<file path="config.mk">
export PLATFORM = sky130hd
export DESIGN_NAME = ffa_ctrl
export DESIGN_NICKNAME = d
export VERILOG_FILES = /design/src/design/ffa_pkg.sv /design/src/design/ffa_ctrl.sv
export SDC_FILE = /design/constraint.sdc
export NUM_CORES = 1
export LEC_CHECK = 0
export BUFFER_PORTS_ARGS = -buffer_cell sky130_fd_sc_hd__clkbuf_2
export CORE_MARGIN = 5
export CORE_UTILIZATION = 30
export DETAILED_ROUTE_END_ITERATION = 8
export PLACE_DENSITY = 0.67
export SLEW_MARGIN = 20
export SYNTH_ARGS = -nofsm -noshare
export SYNTH_HDL_FRONTEND = slang
export SYNTH_SLANG_ARGS = --single-unit
</file>
<file path="constraint.sdc">
create_clock -name clk -period 3.95 [get_ports clk]
set_input_delay 0.5925 -clock clk [delete_from_list [all_inputs] [get_ports clk]]
set_output_delay 0.5925 -clock clk [all_outputs]
set_load 0.005 [all_outputs]
</file>
<file path="src/design/ffa_pkg.sv">
package ffa_pkg;

  localparam int MAX_BLOCKS_DEF   = 256;
  localparam int HEADER_BYTES_DEF = 32;
  localparam logic [31:0] MAX_REQUEST_RST = 32'd100000000;
  localparam logic [39:0] HEAP_LIMIT_RST  = 40'hFF_FFFF_FFFF;

  localparam logic [1:0] CMD_ALLOC  = 2'd0;
  localparam logic [1:0] CMD_CALLOC = 2'd1;
  localparam logic [1:0] CMD_FREE   = 2'd2;
  localparam logic [1:0] CMD_RESIZE = 2'd3;

  localparam logic [2:0] ST_OK        = 3'd0;
  localparam logic [2:0] ST_ZERO      = 3'd1;
  localparam logic [2:0] ST_TOO_LARGE = 3'd2;
  localparam logic [2:0] ST_NO_SPACE  = 3'd3;
  localparam logic [2:0] ST_NOOP      = 3'd4;
  localparam logic [2:0] ST_BAD       = 3'd5;

  localparam logic [1:0] MOVE_NONE = 2'd0;
  localparam logic [1:0] MOVE_COPY = 2'd1;
  localparam logic [1:0] MOVE_ZERO = 2'd2;

  localparam logic [0:0] REG_MAX_REQUEST = 1'd0;
  localparam logic [0:0] REG_HEAP_LIMIT  = 1'd1;

  typedef enum logic [3:0] {
    S_IDLE, S_MUL, S_CHECK, S_HREAD, S_HWAIT, S_HDEC,
    S_SREAD, S_SWAIT, S_SDEC, S_APPEND, S_RESP
  } state_t;

  // controller to datapath
  typedef struct packed {
    logic load;      // capture request
    logic mul;       // register product
    logic hread;     // read entry at handle
    logic sinit;     // start scan at 0
    logic sread;     // read entry at scan index
    logic sstep;     // advance scan
    logic take;      // mark scanned entry used, result ok
    logic append;    // append new block at heap top
    logic free_h;    // mark handle free
    logic keep;      // resize fits: return same handle
    logic set_st;    // record status
    logic [2:0] st;
    logic resp;      // present result
  } cmd_t;

  // datapath to controller
  typedef struct packed {
    logic [1:0] cmd;
    logic hnull;
    logic req_zero;
    logic req_big;
    logic h_unknown;
    logic h_free;
    logic h_fits;
    logic scan_end;
    logic scan_hit;
    logic table_full;
    logic over_limit;
    logic out_busy;
  } stat_t;

endpackage

</file>
<file path="src/design/ffa_ctrl.sv">
module ffa_ctrl (
  input  logic            clk,
  input  logic            rst,
  input  logic            in_valid,
  output logic            in_ready,
  input  ffa_pkg::stat_t  st,
  output ffa_pkg::cmd_t   c
);

  ffa_pkg::state_t state, state_next;
  logic from_resize, from_resize_next;

  always_ff @(posedge clk) begin
    if (rst) begin
      state <= ffa_pkg::S_IDLE;
      from_resize <= 1'b0;
    end else begin
      state <= state_next;
      from_resize <= from_resize_next;
    end
  end

  always_comb begin
    state_next = state;
    from_resize_next = from_resize;
    c = '0;
    in_ready = 1'b0;
    case (state)
      ffa_pkg::S_IDLE: begin
        in_ready = 1'b1;
        if (in_valid) begin
          c.load = 1'b1;
          state_next = ffa_pkg::S_MUL;
        end
      end
      ffa_pkg::S_MUL: begin
        c.mul = 1'b1;
        state_next = ffa_pkg::S_CHECK;
      end
      ffa_pkg::S_CHECK: begin
        from_resize_next = 1'b0;
        c.set_st = 1'b1;
        case (st.cmd)
          ffa_pkg::CMD_FREE: begin
            if (st.hnull) begin
              c.st = ffa_pkg::ST_NOOP;
              state_next = ffa_pkg::S_RESP;
            end else if (st.h_unknown) begin
              c.st = ffa_pkg::ST_BAD;
              state_next = ffa_pkg::S_RESP;
            end else begin
              c.hread = 1'b1;
              state_next = ffa_pkg::S_HWAIT;
            end
          end
          default: begin
            if (st.req_zero) begin
              c.st = ffa_pkg::ST_ZERO;
              state_next = ffa_pkg::S_RESP;
            end else if (st.req_big) begin
              c.st = ffa_pkg::ST_TOO_LARGE;
              state_next = ffa_pkg::S_RESP;
            end else if (st.cmd == ffa_pkg::CMD_RESIZE && !st.hnull) begin
              if (st.h_unknown) begin
                c.st = ffa_pkg::ST_BAD;
                state_next = ffa_pkg::S_RESP;
              end else begin
                c.hread = 1'b1;
                from_resize_next = 1'b1;
                state_next = ffa_pkg::S_HWAIT;
              end
            end else begin
              c.st = ffa_pkg::ST_OK;
              c.sinit = 1'b1;
              state_next = ffa_pkg::S_SREAD;
            end
          end
        endcase
      end
      ffa_pkg::S_HREAD: state_next = ffa_pkg::S_HWAIT;
      ffa_pkg::S_HWAIT: state_next = ffa_pkg::S_HDEC;
      ffa_pkg::S_HDEC: begin
        c.set_st = 1'b1;
        if (st.h_free) begin
          c.st = (st.cmd == ffa_pkg::CMD_FREE) ? ffa_pkg::ST_NOOP : ffa_pkg::ST_BAD;
          state_next = ffa_pkg::S_RESP;
        end else if (st.cmd == ffa_pkg::CMD_FREE) begin
          c.st = ffa_pkg::ST_OK;
          c.free_h = 1'b1;
          state_next = ffa_pkg::S_RESP;
        end else if (st.h_fits) begin
          c.st = ffa_pkg::ST_OK;
          c.keep = 1'b1;
          state_next = ffa_pkg::S_RESP;
        end else begin
          c.st = ffa_pkg::ST_OK;
          c.sinit = 1'b1;
          state_next = ffa_pkg::S_SREAD;
        end
      end
      ffa_pkg::S_SREAD: begin
        if (st.scan_end) begin
          state_next = ffa_pkg::S_APPEND;
        end else begin
          c.sread = 1'b1;
          state_next = ffa_pkg::S_SWAIT;
        end
      end
      ffa_pkg::S_SWAIT: state_next = ffa_pkg::S_SDEC;
      ffa_pkg::S_SDEC: begin
        if (st.scan_hit) begin
          c.take = 1'b1;
          c.free_h = from_resize;
          state_next = ffa_pkg::S_RESP;
        end else begin
          c.sstep = 1'b1;
          state_next = ffa_pkg::S_SREAD;
        end
      end
      ffa_pkg::S_APPEND: begin
        if (st.table_full || st.over_limit) begin
          c.set_st = 1'b1;
          c.st = ffa_pkg::ST_NO_SPACE;
        end else begin
          c.append = 1'b1;
          c.free_h = from_resize;
        end
        state_next = ffa_pkg::S_RESP;
      end
      ffa_pkg::S_RESP: begin
        if (!st.out_busy) begin
          c.resp = 1'b1;
          state_next = ffa_pkg::S_IDLE;
        end
      end
      default: state_next = ffa_pkg::S_IDLE;
    endcase
  end

`ifndef SYNTHESIS
  a_ready_idle: assert property (@(posedge clk) disable iff (rst)
    in_ready |-> state == ffa_pkg::S_IDLE) else $error("ready outside idle");
  a_load_mul: assert property (@(posedge clk) disable iff (rst)
    c.load |=> state == ffa_pkg::S_MUL) else $error("load not followed by multiply");
  a_take_append: assert property (@(posedge clk) disable iff (rst)
    !(c.take && c.append)) else $error("take and append together");
`endif

endmodule

</file>
==> results of run 1 <==
## per-stage QoR
stage                     hold slack [ps]  cell area (sq um)  power [uW]  setup slack, ps  std cells
after floorplan                       424                659         253             2140         98
after global placement                476                815         308             1760        150
after detailed placement              475                815         316             1700        150
after CTS                             481                841         381             1410        154
after global routing                  498                841         419             1270        154
final                                 477                841         377             1410        154
## worst reg2reg max path, stage by stage, from the launching register on
cell	delay, ps
dfxtp_1	600
nand2b_1	180
or3_1	460
a211o_1	290
o211ai_2	60
## per-layer routing
metal  track usage (%)  vias to the layer above  part of all wire (%)
li1                  -                      423                     -
met1              18.1                      373                    46
met2              18.4                       37                    44
met3              4.60                        2                   8.5
met4              4.97                        0                   1.1
met5                 0                        -                     0
## synth_stat cells (2+ instances only)
cell	number	area (sq um)
dfxtp_1	5	100
o31ai_1	2	15.0
nor4_1	3	18.8
o21ai_0	10	50.1
inv_1	3	11.3
o21ai_1	3	15.0
a31oi_1	2	12.5
a211o_1	2	17.5
nor2_1	7	26.3
buf_2	4	20.0
nor4b_1	2	17.5
nor4b_2	2	30.0
nand4_1	2	12.5
nand2b_1	7	43.8
nand3b_1	3	22.5
a21oi_1	6	30.0
nand2_1	9	33.8
nor2b_1	3	18.8
nor3_1	5	25.0
clkbuf_1	2	7.51
## cells by family after synthesis
kind of cell / Yosys count / synth area share, %
flip-flops: 5 / 15.2
AO/OA/AOI/OAI: 32 / 31.3
buffers and inverters: 10 / 7.02
AND/OR/NAND/NOR: 51 / 46.5
## layout make-up
cell class / instances / area (sq um) / area share (%)
Tap cell: 28 / 35.0 / 4.17
Multi-Input combinational cell: 83 / 513 / 61.0
Timing Repair Buffer: 31 / 155 / 18.5
Inverter: 3 / 11.3 / 1.34
Sequential cell: 5 / 100 / 11.9
Clock buffer: 4 / 26.3 / 3.13
## worst paths after layout
kind                                               start                        to  slack (ps)  depth (start not counted)
worst max register to register     state[1]$_SDFFE_PP0P_     state[3]$_SDFFE_PP0P_        2290                          4
worst min-delay path            from_resize$_SDFFE_PP0P_  from_resize$_SDFFE_PP0P_         480                          2
worst min register to register  from_resize$_SDFFE_PP0P_  from_resize$_SDFFE_PP0P_         480                          2
worst max-delay path               state[1]$_SDFFE_PP0P_                      c[1]        1410                          4
## flip-flops by register name, summed over array words and instances (netlist names)
name	flops
state	4
from_resize	1
## power groups by stage
stage | Combinational, uW | Sequential, uW | Clock [uW]
6_report | 194 | 121 | 61.9
5_1_grt | 221 | 127 | 71.0
4_1_cts | 195 | 120 | 66.2
3_5_place_dp | 195 | 121 | 0
3_3_place_gp | 189 | 119 | 0
2_1_floorplan | 178 | 75.0 | 0
==> out/metrics.csv, run 1 <==
metric,value,unit
status,finished clean,
critPathKind,reg -> out,
synthFlopType,dfxtp_1,
rsz0062_at_grt,no,
die_area,3240,sq um
grt_pass1_vias,722,
fin_tns_setup,0,ps
grtUsageTotal,13.1,%
path_delay_family,simple AND/OR/NAND/NOR gates,
finalNetCount,143,
synth_area_per_cell,6.73,sq um
cts_tree,yes,
diodes,0,
path_cells,nand2b_1 -> or3_1 -> o311ai_2 -> clkbuf_2,
yosysSeqAreaShare,15.2,%
die_height,56.9,um
synth_seq_cells,5,
hold_buffers,0,
pwr-share-comb,51.5,%
p_per_area,448,nW/um^2
ys_types,36,
clk_latency,250,ps
n_fill_cell,249,
wl,2030,um
cts_root_buffer,clkbuf_4,
cts_htree_levels,1,
grt_remaining_overflow,0,
fin_skew,8.23,ps
io_buffers,31,
place.gp.congestion,0.799,
utilization,39.1,%
finalCriticalPeriod,2540,ps
antenna_found_initial,0,
final_common_cell,clkbuf_2,
antenna_left,0,
clockBufferDepth,2,
final-setup-viol-count,0,
grt_pass1_wl,3430,um
slew_viol_final,0,
path_clk_slew,50,ps
numCtsBuffers,3,
worstPathMaxFanout,14,
cp_num_buf_inv,1,
switchingPower,181,uW
postCtsSetupRepairBufs,0,
vdd_drop_max,0.224,mV
pwr-share-clk,16.4,%
endpoint_kind,output port,
crit_path_top_delay_cell,dfxtp_1,
drt_iter0_drc,24,
holdCritPathClass,reg -> reg,
p_leak,0.000338,uW
slew_headroom,59.9,%
seq_power_share,32.1,%
clock.fmax,393,MHz
synth_area,659,sq um
dp_hpwl,1570,um
rows,17,
synth_nets,114,
synthCells,98,
firstDrtPassIters,4,
core_area,2150,sq um
tightest_slew,601,ps
finalHoldViolations,0,
p_int,195,uW
die_w,56.9,um
ctsResizeCount,0,
final_cell_mix,"31 x clkbuf_2, 10 x o21ai_0, 9 x nand2_1",
cts_sinks,5,
via_per_inst,5.42,
io_pins,32,
layout-drive-gt1-share,30.2,%
wl_per_cell,13.2,um
crit_arrival,1950,ps
max_stage_delay,600,ps
cap_violations,0,
crit_path_start_kind,register,
start_util,30.7,%
ys_async_sr_fraction,0,%
synth-edff-count,0,
grt_max_degree,22,
yosysWarnings,0,
sw_frac_of_total,48.2,%
drc,0,
vias,835,
worst_ep_required_time,3360,ps
min_period_over_period,64.4,%
area_delta_synth_final,27.5,%
(Power assumes the default switching activity.)
==> run 2, diff against run 1 <==
--- a/config.mk
+++ b/config.mk
@@ -9,7 +9,7 @@
 export CORE_MARGIN = 5
 export CORE_UTILIZATION = 30
 export DETAILED_ROUTE_END_ITERATION = 8
-export PLACE_DENSITY = 0.67
+export PLACE_DENSITY = 0.69
 export SLEW_MARGIN = 20
 export SYNTH_ARGS = -nofsm -noshare
 export SYNTH_HDL_FRONTEND = slang
==> constraint.sdc (replaced) <==
create_clock -name clk -period 2.21 [get_ports clk]
set_input_delay 0.3315 -clock clk [delete_from_list [all_inputs] [get_ports clk]]
set_output_delay 0.3315 -clock clk [all_outputs]
set_load 0.005 [all_outputs]
==> run 2 against run 1 <==
Net effect:
- core utilization rose by 1.1 points
- sequential share of layout area is 0.18 points lower
- global-route usage decreased by 0.56 points
- critical endpoint unchanged
==> out/metrics.csv, run 2 (synthesized netlist as in run 1, its figures left out) <==
metric,value,unit
final_common_cell,clkbuf_2,
wl,1970,um
die_w,56.9,um
io_pins,32,
clock.fmax,504,MHz
drt_iter0_drc,29,
place.gp.congestion,0.809,
placed_cell_area,837,sq um
p_per_area,811,nW/um^2
largest_register_ffs,4,
tightest_slew,461,ps
vias,828,
cts_root_buffer,clkbuf_4,
die_height,56.9,um
via_per_inst,5.27,
largest_register,state,
io_buffers,31,
rsz0062_at_grt,no,
die_area,3240,sq um
vdd_drop_max,0.292,mV
layoutNonFillerInstCount,157,
final_cell_mix,"31 x clkbuf_2, 10 x o21ai_0, 9 x nand2_1",
drc,0,
fin_skew,1.62,ps
finalNetCount,146,
grt_max_degree,18,
r2r_slack,800,ps
start_util,30.7,%
crit_arrival,1650,ps
worstPathMaxFanout,7,
hold_buffers,0,
dp_hpwl,1600,um
grt_pass1_vias,761,
fin_tns_setup,0,ps
antenna_found_initial,0,
clockBufferDepth,2,
place_ws,373,ps
final.setup.worst_slack,226,ps
p_leak,0.000355,uW
finalCriticalPeriod,1980,ps
rows,17,
final-setup-viol-count,0,
antenna_left,0,
finish.instance_area,865,sq um
diodes,0,
layout-drive-gt1-share,32.6,%
crit_path_start_kind,register,
cts_htree_levels,1,
numCtsBuffers,3,
holdCritPathClass,in -> reg,
area_delta_synth_final,31.1,%
grt_pass1_wl,3300,um
crit_path_top_delay_cell,or3_1,
cap_violations,0,
path_cells,nand2b_1 -> or3_1 -> o311ai_2 -> clkbuf_2,
wl_per_cell,12.6,um
cts_sinks,5,
min_period_over_period,89.8,%
slew_headroom,68.9,%
n_fill_cell,237,
max_stage_delay,450,ps
grtUsageTotal,12.6,%
clk_latency,240,ps
largest_registers,"state: 4 flops, from_resize: 1 flops",
status,finished clean,
slew_viol_final,0,
grt_remaining_overflow,0,
firstDrtPassIters,4,
placedCellCount,153,
critPathKind,reg -> out,
worst_ep_required_time,1880,ps
finalHoldViolations,0,
cts_tree,yes,
endpoint_kind,output port,
path_clk_slew,40,ps
core_area,2150,sq um
==> run 2: changes by cell type in the layout (fill, tap and decap cells not counted) <==
cell,previous run,this run
buf_4,0,3
dfxtp_1,5,4
dfxtp_2,0,1
==> run 2: layout make-up <==
class	count	area, sq um	share of cell area (%)
Tap cell	28	35.0	4.05
Sequential cell	5	101	11.7
Inverter	3	11.3	1.30
Multi-Input combinational cell	83	513	59.3
Timing Repair Buffer	34	178	20.5
Clock buffer	4	26.3	3.04
==> run 2: path summary, 6_finish.rpt <==
check | from | endpoint | cells after the start
worst min-delay path | rst | from_resize$_SDFFE_PP0P_ | 2
worst max register to register | state[2]$_SDFFE_PP0P_ | state[0]$_SDFFE_PP0P_ | 5
worst min register to register | from_resize$_SDFFE_PP0P_ | from_resize$_SDFFE_PP0P_ | 2
worst max-delay path | state[0]$_SDFFE_PP0P_ | c[1] | 4
==> run 2: worst max-delay path, delay by kind of cell (launching register included) <==
kind            cells  cell delay [ps]
compound gates      1              310
simple gates        2              640
buf+inv             1              160
flops               1              300
==> run 2: routing by layer <==
metal / global-route usage [%] / up-vias / wire, um
li1: - / 432 / -
met1: 16.0 / 367 / 899
met2: 19.7 / 27 / 916
met3: 2.07 / 2 / 133
met4: 6.95 / 0 / 21
met5: 0 / - / 0
==> run 2: metrics by stage <==
stage | power [uW] | hold WS, ps | utilization [%]
after global routing | 774 | 375 | 40.2
final | 701 | 355 | 40.2
after detailed placement | 594 | 475 | 39.0
after CTS | 704 | 350 | 40.2
after floorplan | 452 | 401 | -
after global placement | 586 | 465 | 39.0
==> run 2: power breakdown <==
group          internal, uW  switching, uW  leakage (uW)
sequential              118           38.6     0.0000413
combinational           188            251      0.000298
clock                  68.2           37.2     0.0000150
total                   374            327      0.000355
==> run 2: what timing repair did <==
| item | CTS | global route |
|---|---|---|
| endpoints found under the setup margin | 0 | 4 |
| gates resized for setup | 0 | 1 |
| setup buffers | 0 | 0 |
==> run 3, diff against run 2 <==
--- a/config.mk
+++ b/config.mk
@@ -7,9 +7,9 @@
 export LEC_CHECK = 0
 export BUFFER_PORTS_ARGS = -buffer_cell sky130_fd_sc_hd__clkbuf_2
 export CORE_MARGIN = 5
-export CORE_UTILIZATION = 30
+export CORE_UTILIZATION = 40
 export DETAILED_ROUTE_END_ITERATION = 8
-export PLACE_DENSITY = 0.69
+export PLACE_DENSITY = 0.85
 export SLEW_MARGIN = 20
 export SYNTH_ARGS = -nofsm -noshare
 export SYNTH_HDL_FRONTEND = slang
==> run 3 against run 2 <==
Net effect:
- die area shrank 21%
- clock-buffer cell count unchanged
- sequential share of layout area grew 0.21 points
- total power shrank 0.87%
==> out/metrics.csv, run 3 (synthesized netlist as in run 1, its figures left out) <==
metric,value,unit
status,finished clean,
placedCellCount,141,
utilization,55.1,%
wl,1900,um
io_pins,32,
crit_path_top_delay_cell,or3_1,
cts_htree_levels,1,
placed_cell_area,822,sq um
hold_buffers,0,
antenna_left,0,
min_period_over_period,89.3,%
p_per_area,818,nW/um^2
vias,846,
path_delay_family,simple AND/OR/NAND/NOR gates,
grtUsageTotal,16.4,%
firstDrtPassIters,4,
seq_power_share,22.4,%
grt_pass1_wl,3460,um
area_delta_synth_final,28.8,%
r2r_slack,790,ps
crit_arrival,1640,ps
antenna_found_initial,0,
diodes,0,
largest_registers,"state: 4 flops, from_resize: 1 flops",
wl_per_cell,13.1,um
max_stage_delay,450,ps
switchingPower,321,uW
worst_ep_required_time,1880,ps
fin_tns_setup,0,ps
largest_register,state,
cts_tree,yes,
finalHoldViolations,0,
critPathKind,reg -> out,
place.gp.congestion,0.813,
crit_path_start_kind,register,
pwr-share-clk,14.4,%
drt_iter0_drc,31,
final-setup-viol-count,0,
final_common_cell,clkbuf_2,
layout-drive-gt1-share,32.6,%
core_area,1540,sq um
slew_viol_final,0,
via_per_inst,5.83,
grt_remaining_overflow,0,
tightest_slew,422,ps
cts_sinks,5,
path_clk_slew,40,ps
pwr-share-comb,63.2,%
final_cell_mix,"31 x clkbuf_2, 10 x o21ai_0, 9 x nand2_1",
clock.fmax,507,MHz
drc,0,
p_int,374,uW
clk_latency,230,ps
cts_root_buffer,clkbuf_4,
cp_num_buf_inv,1,
endpoint_kind,output port,
dp_hpwl,1500,um
die_w,50.6,um
place_ws,349,ps
sw_frac_of_total,46.2,%
clockBufferDepth,2,
cap_violations,0,
finalNetCount,146,
start_util,42.8,%
finalCriticalPeriod,1970,ps
die_area,2560,sq um
postCtsSetupRepairBufs,0,
rsz0062_at_grt,no,
largest_register_ffs,4,
vdd_drop_max,0.441,mV
grt_pass1_vias,785,
die_height,50.6,um
slew_headroom,71.6,%
final.setup.worst_slack,236,ps
p_leak,0.000355,uW
holdCritPathClass,in -> reg,
rows,14,
worstPathMaxFanout,7,
io_buffers,31,
grt_max_degree,18,
layoutNonFillerInstCount,145,
finish.instance_area,850,sq um
fin_skew,2.63,ps
numCtsBuffers,3,
path_cells,nand2b_1 -> or3_1 -> o311ai_2 -> clkbuf_2,
==> run 3: cell counts in the layout (fill, tap and decap cells not counted) <==
Identical to the previous run, type by type.
==> run 3: final timing paths <==
check	startpoint	end	depth (start not counted)
max	state[0]$_SDFFE_PP0P_	c[1]	4
min	rst	from_resize$_SDFFE_PP0P_	2
max reg2reg	state[2]$_SDFFE_PP0P_	state[0]$_SDFFE_PP0P_	5
min reg2reg	from_resize$_SDFFE_PP0P_	from_resize$_SDFFE_PP0P_	2
==> run 3: power by group through the flow <==
stage          Combinational [uW]  Sequential, uW  Clock [uW]
2_1_floorplan                 318             134           0
3_3_place_gp                  428             153           0
3_5_place_dp                  435             155           0
4_1_cts                       436             153         106
5_1_grt                       499             162         115
6_report                      439             156         100
==> run 3: metal layers <==
metal / vias up / GRT usage, % / share of wire [%]
met5: - / 0 / 0
li1: 429 / - / -
met4: 0 / 5.11 / 0
met3: 0 / 3.25 / 7.0
met1: 392 / 22.8 / 46
met2: 25 / 25.2 / 47
==> run 3: final cells by class <==
| type | count | area (sq um) |
|---|---|---|
| well taps | 16 | 20.0 |
| fillers | 149 | 692 |
| repair buffers | 34 | 178 |
| flip-flops and latches | 5 | 101 |
| clock buffers | 4 | 26.3 |
| multi-input cells | 83 | 513 |
| inverters | 3 | 11.3 |
==> run 3: repair_timing <==
action                                  CTS  global route
endpoints found under the setup margin    0             3
hold endpoints to repair                  0             0
resized for setup                         0             1
==> run 3: stage by stage <==
step	power, uW	hold slack, ps
2_1_floorplan	452	401
3_3_place_gp	581	460
3_5_place_dp	590	475
4_1_cts	695	353
5_1_grt	775	386
6_report	695	363
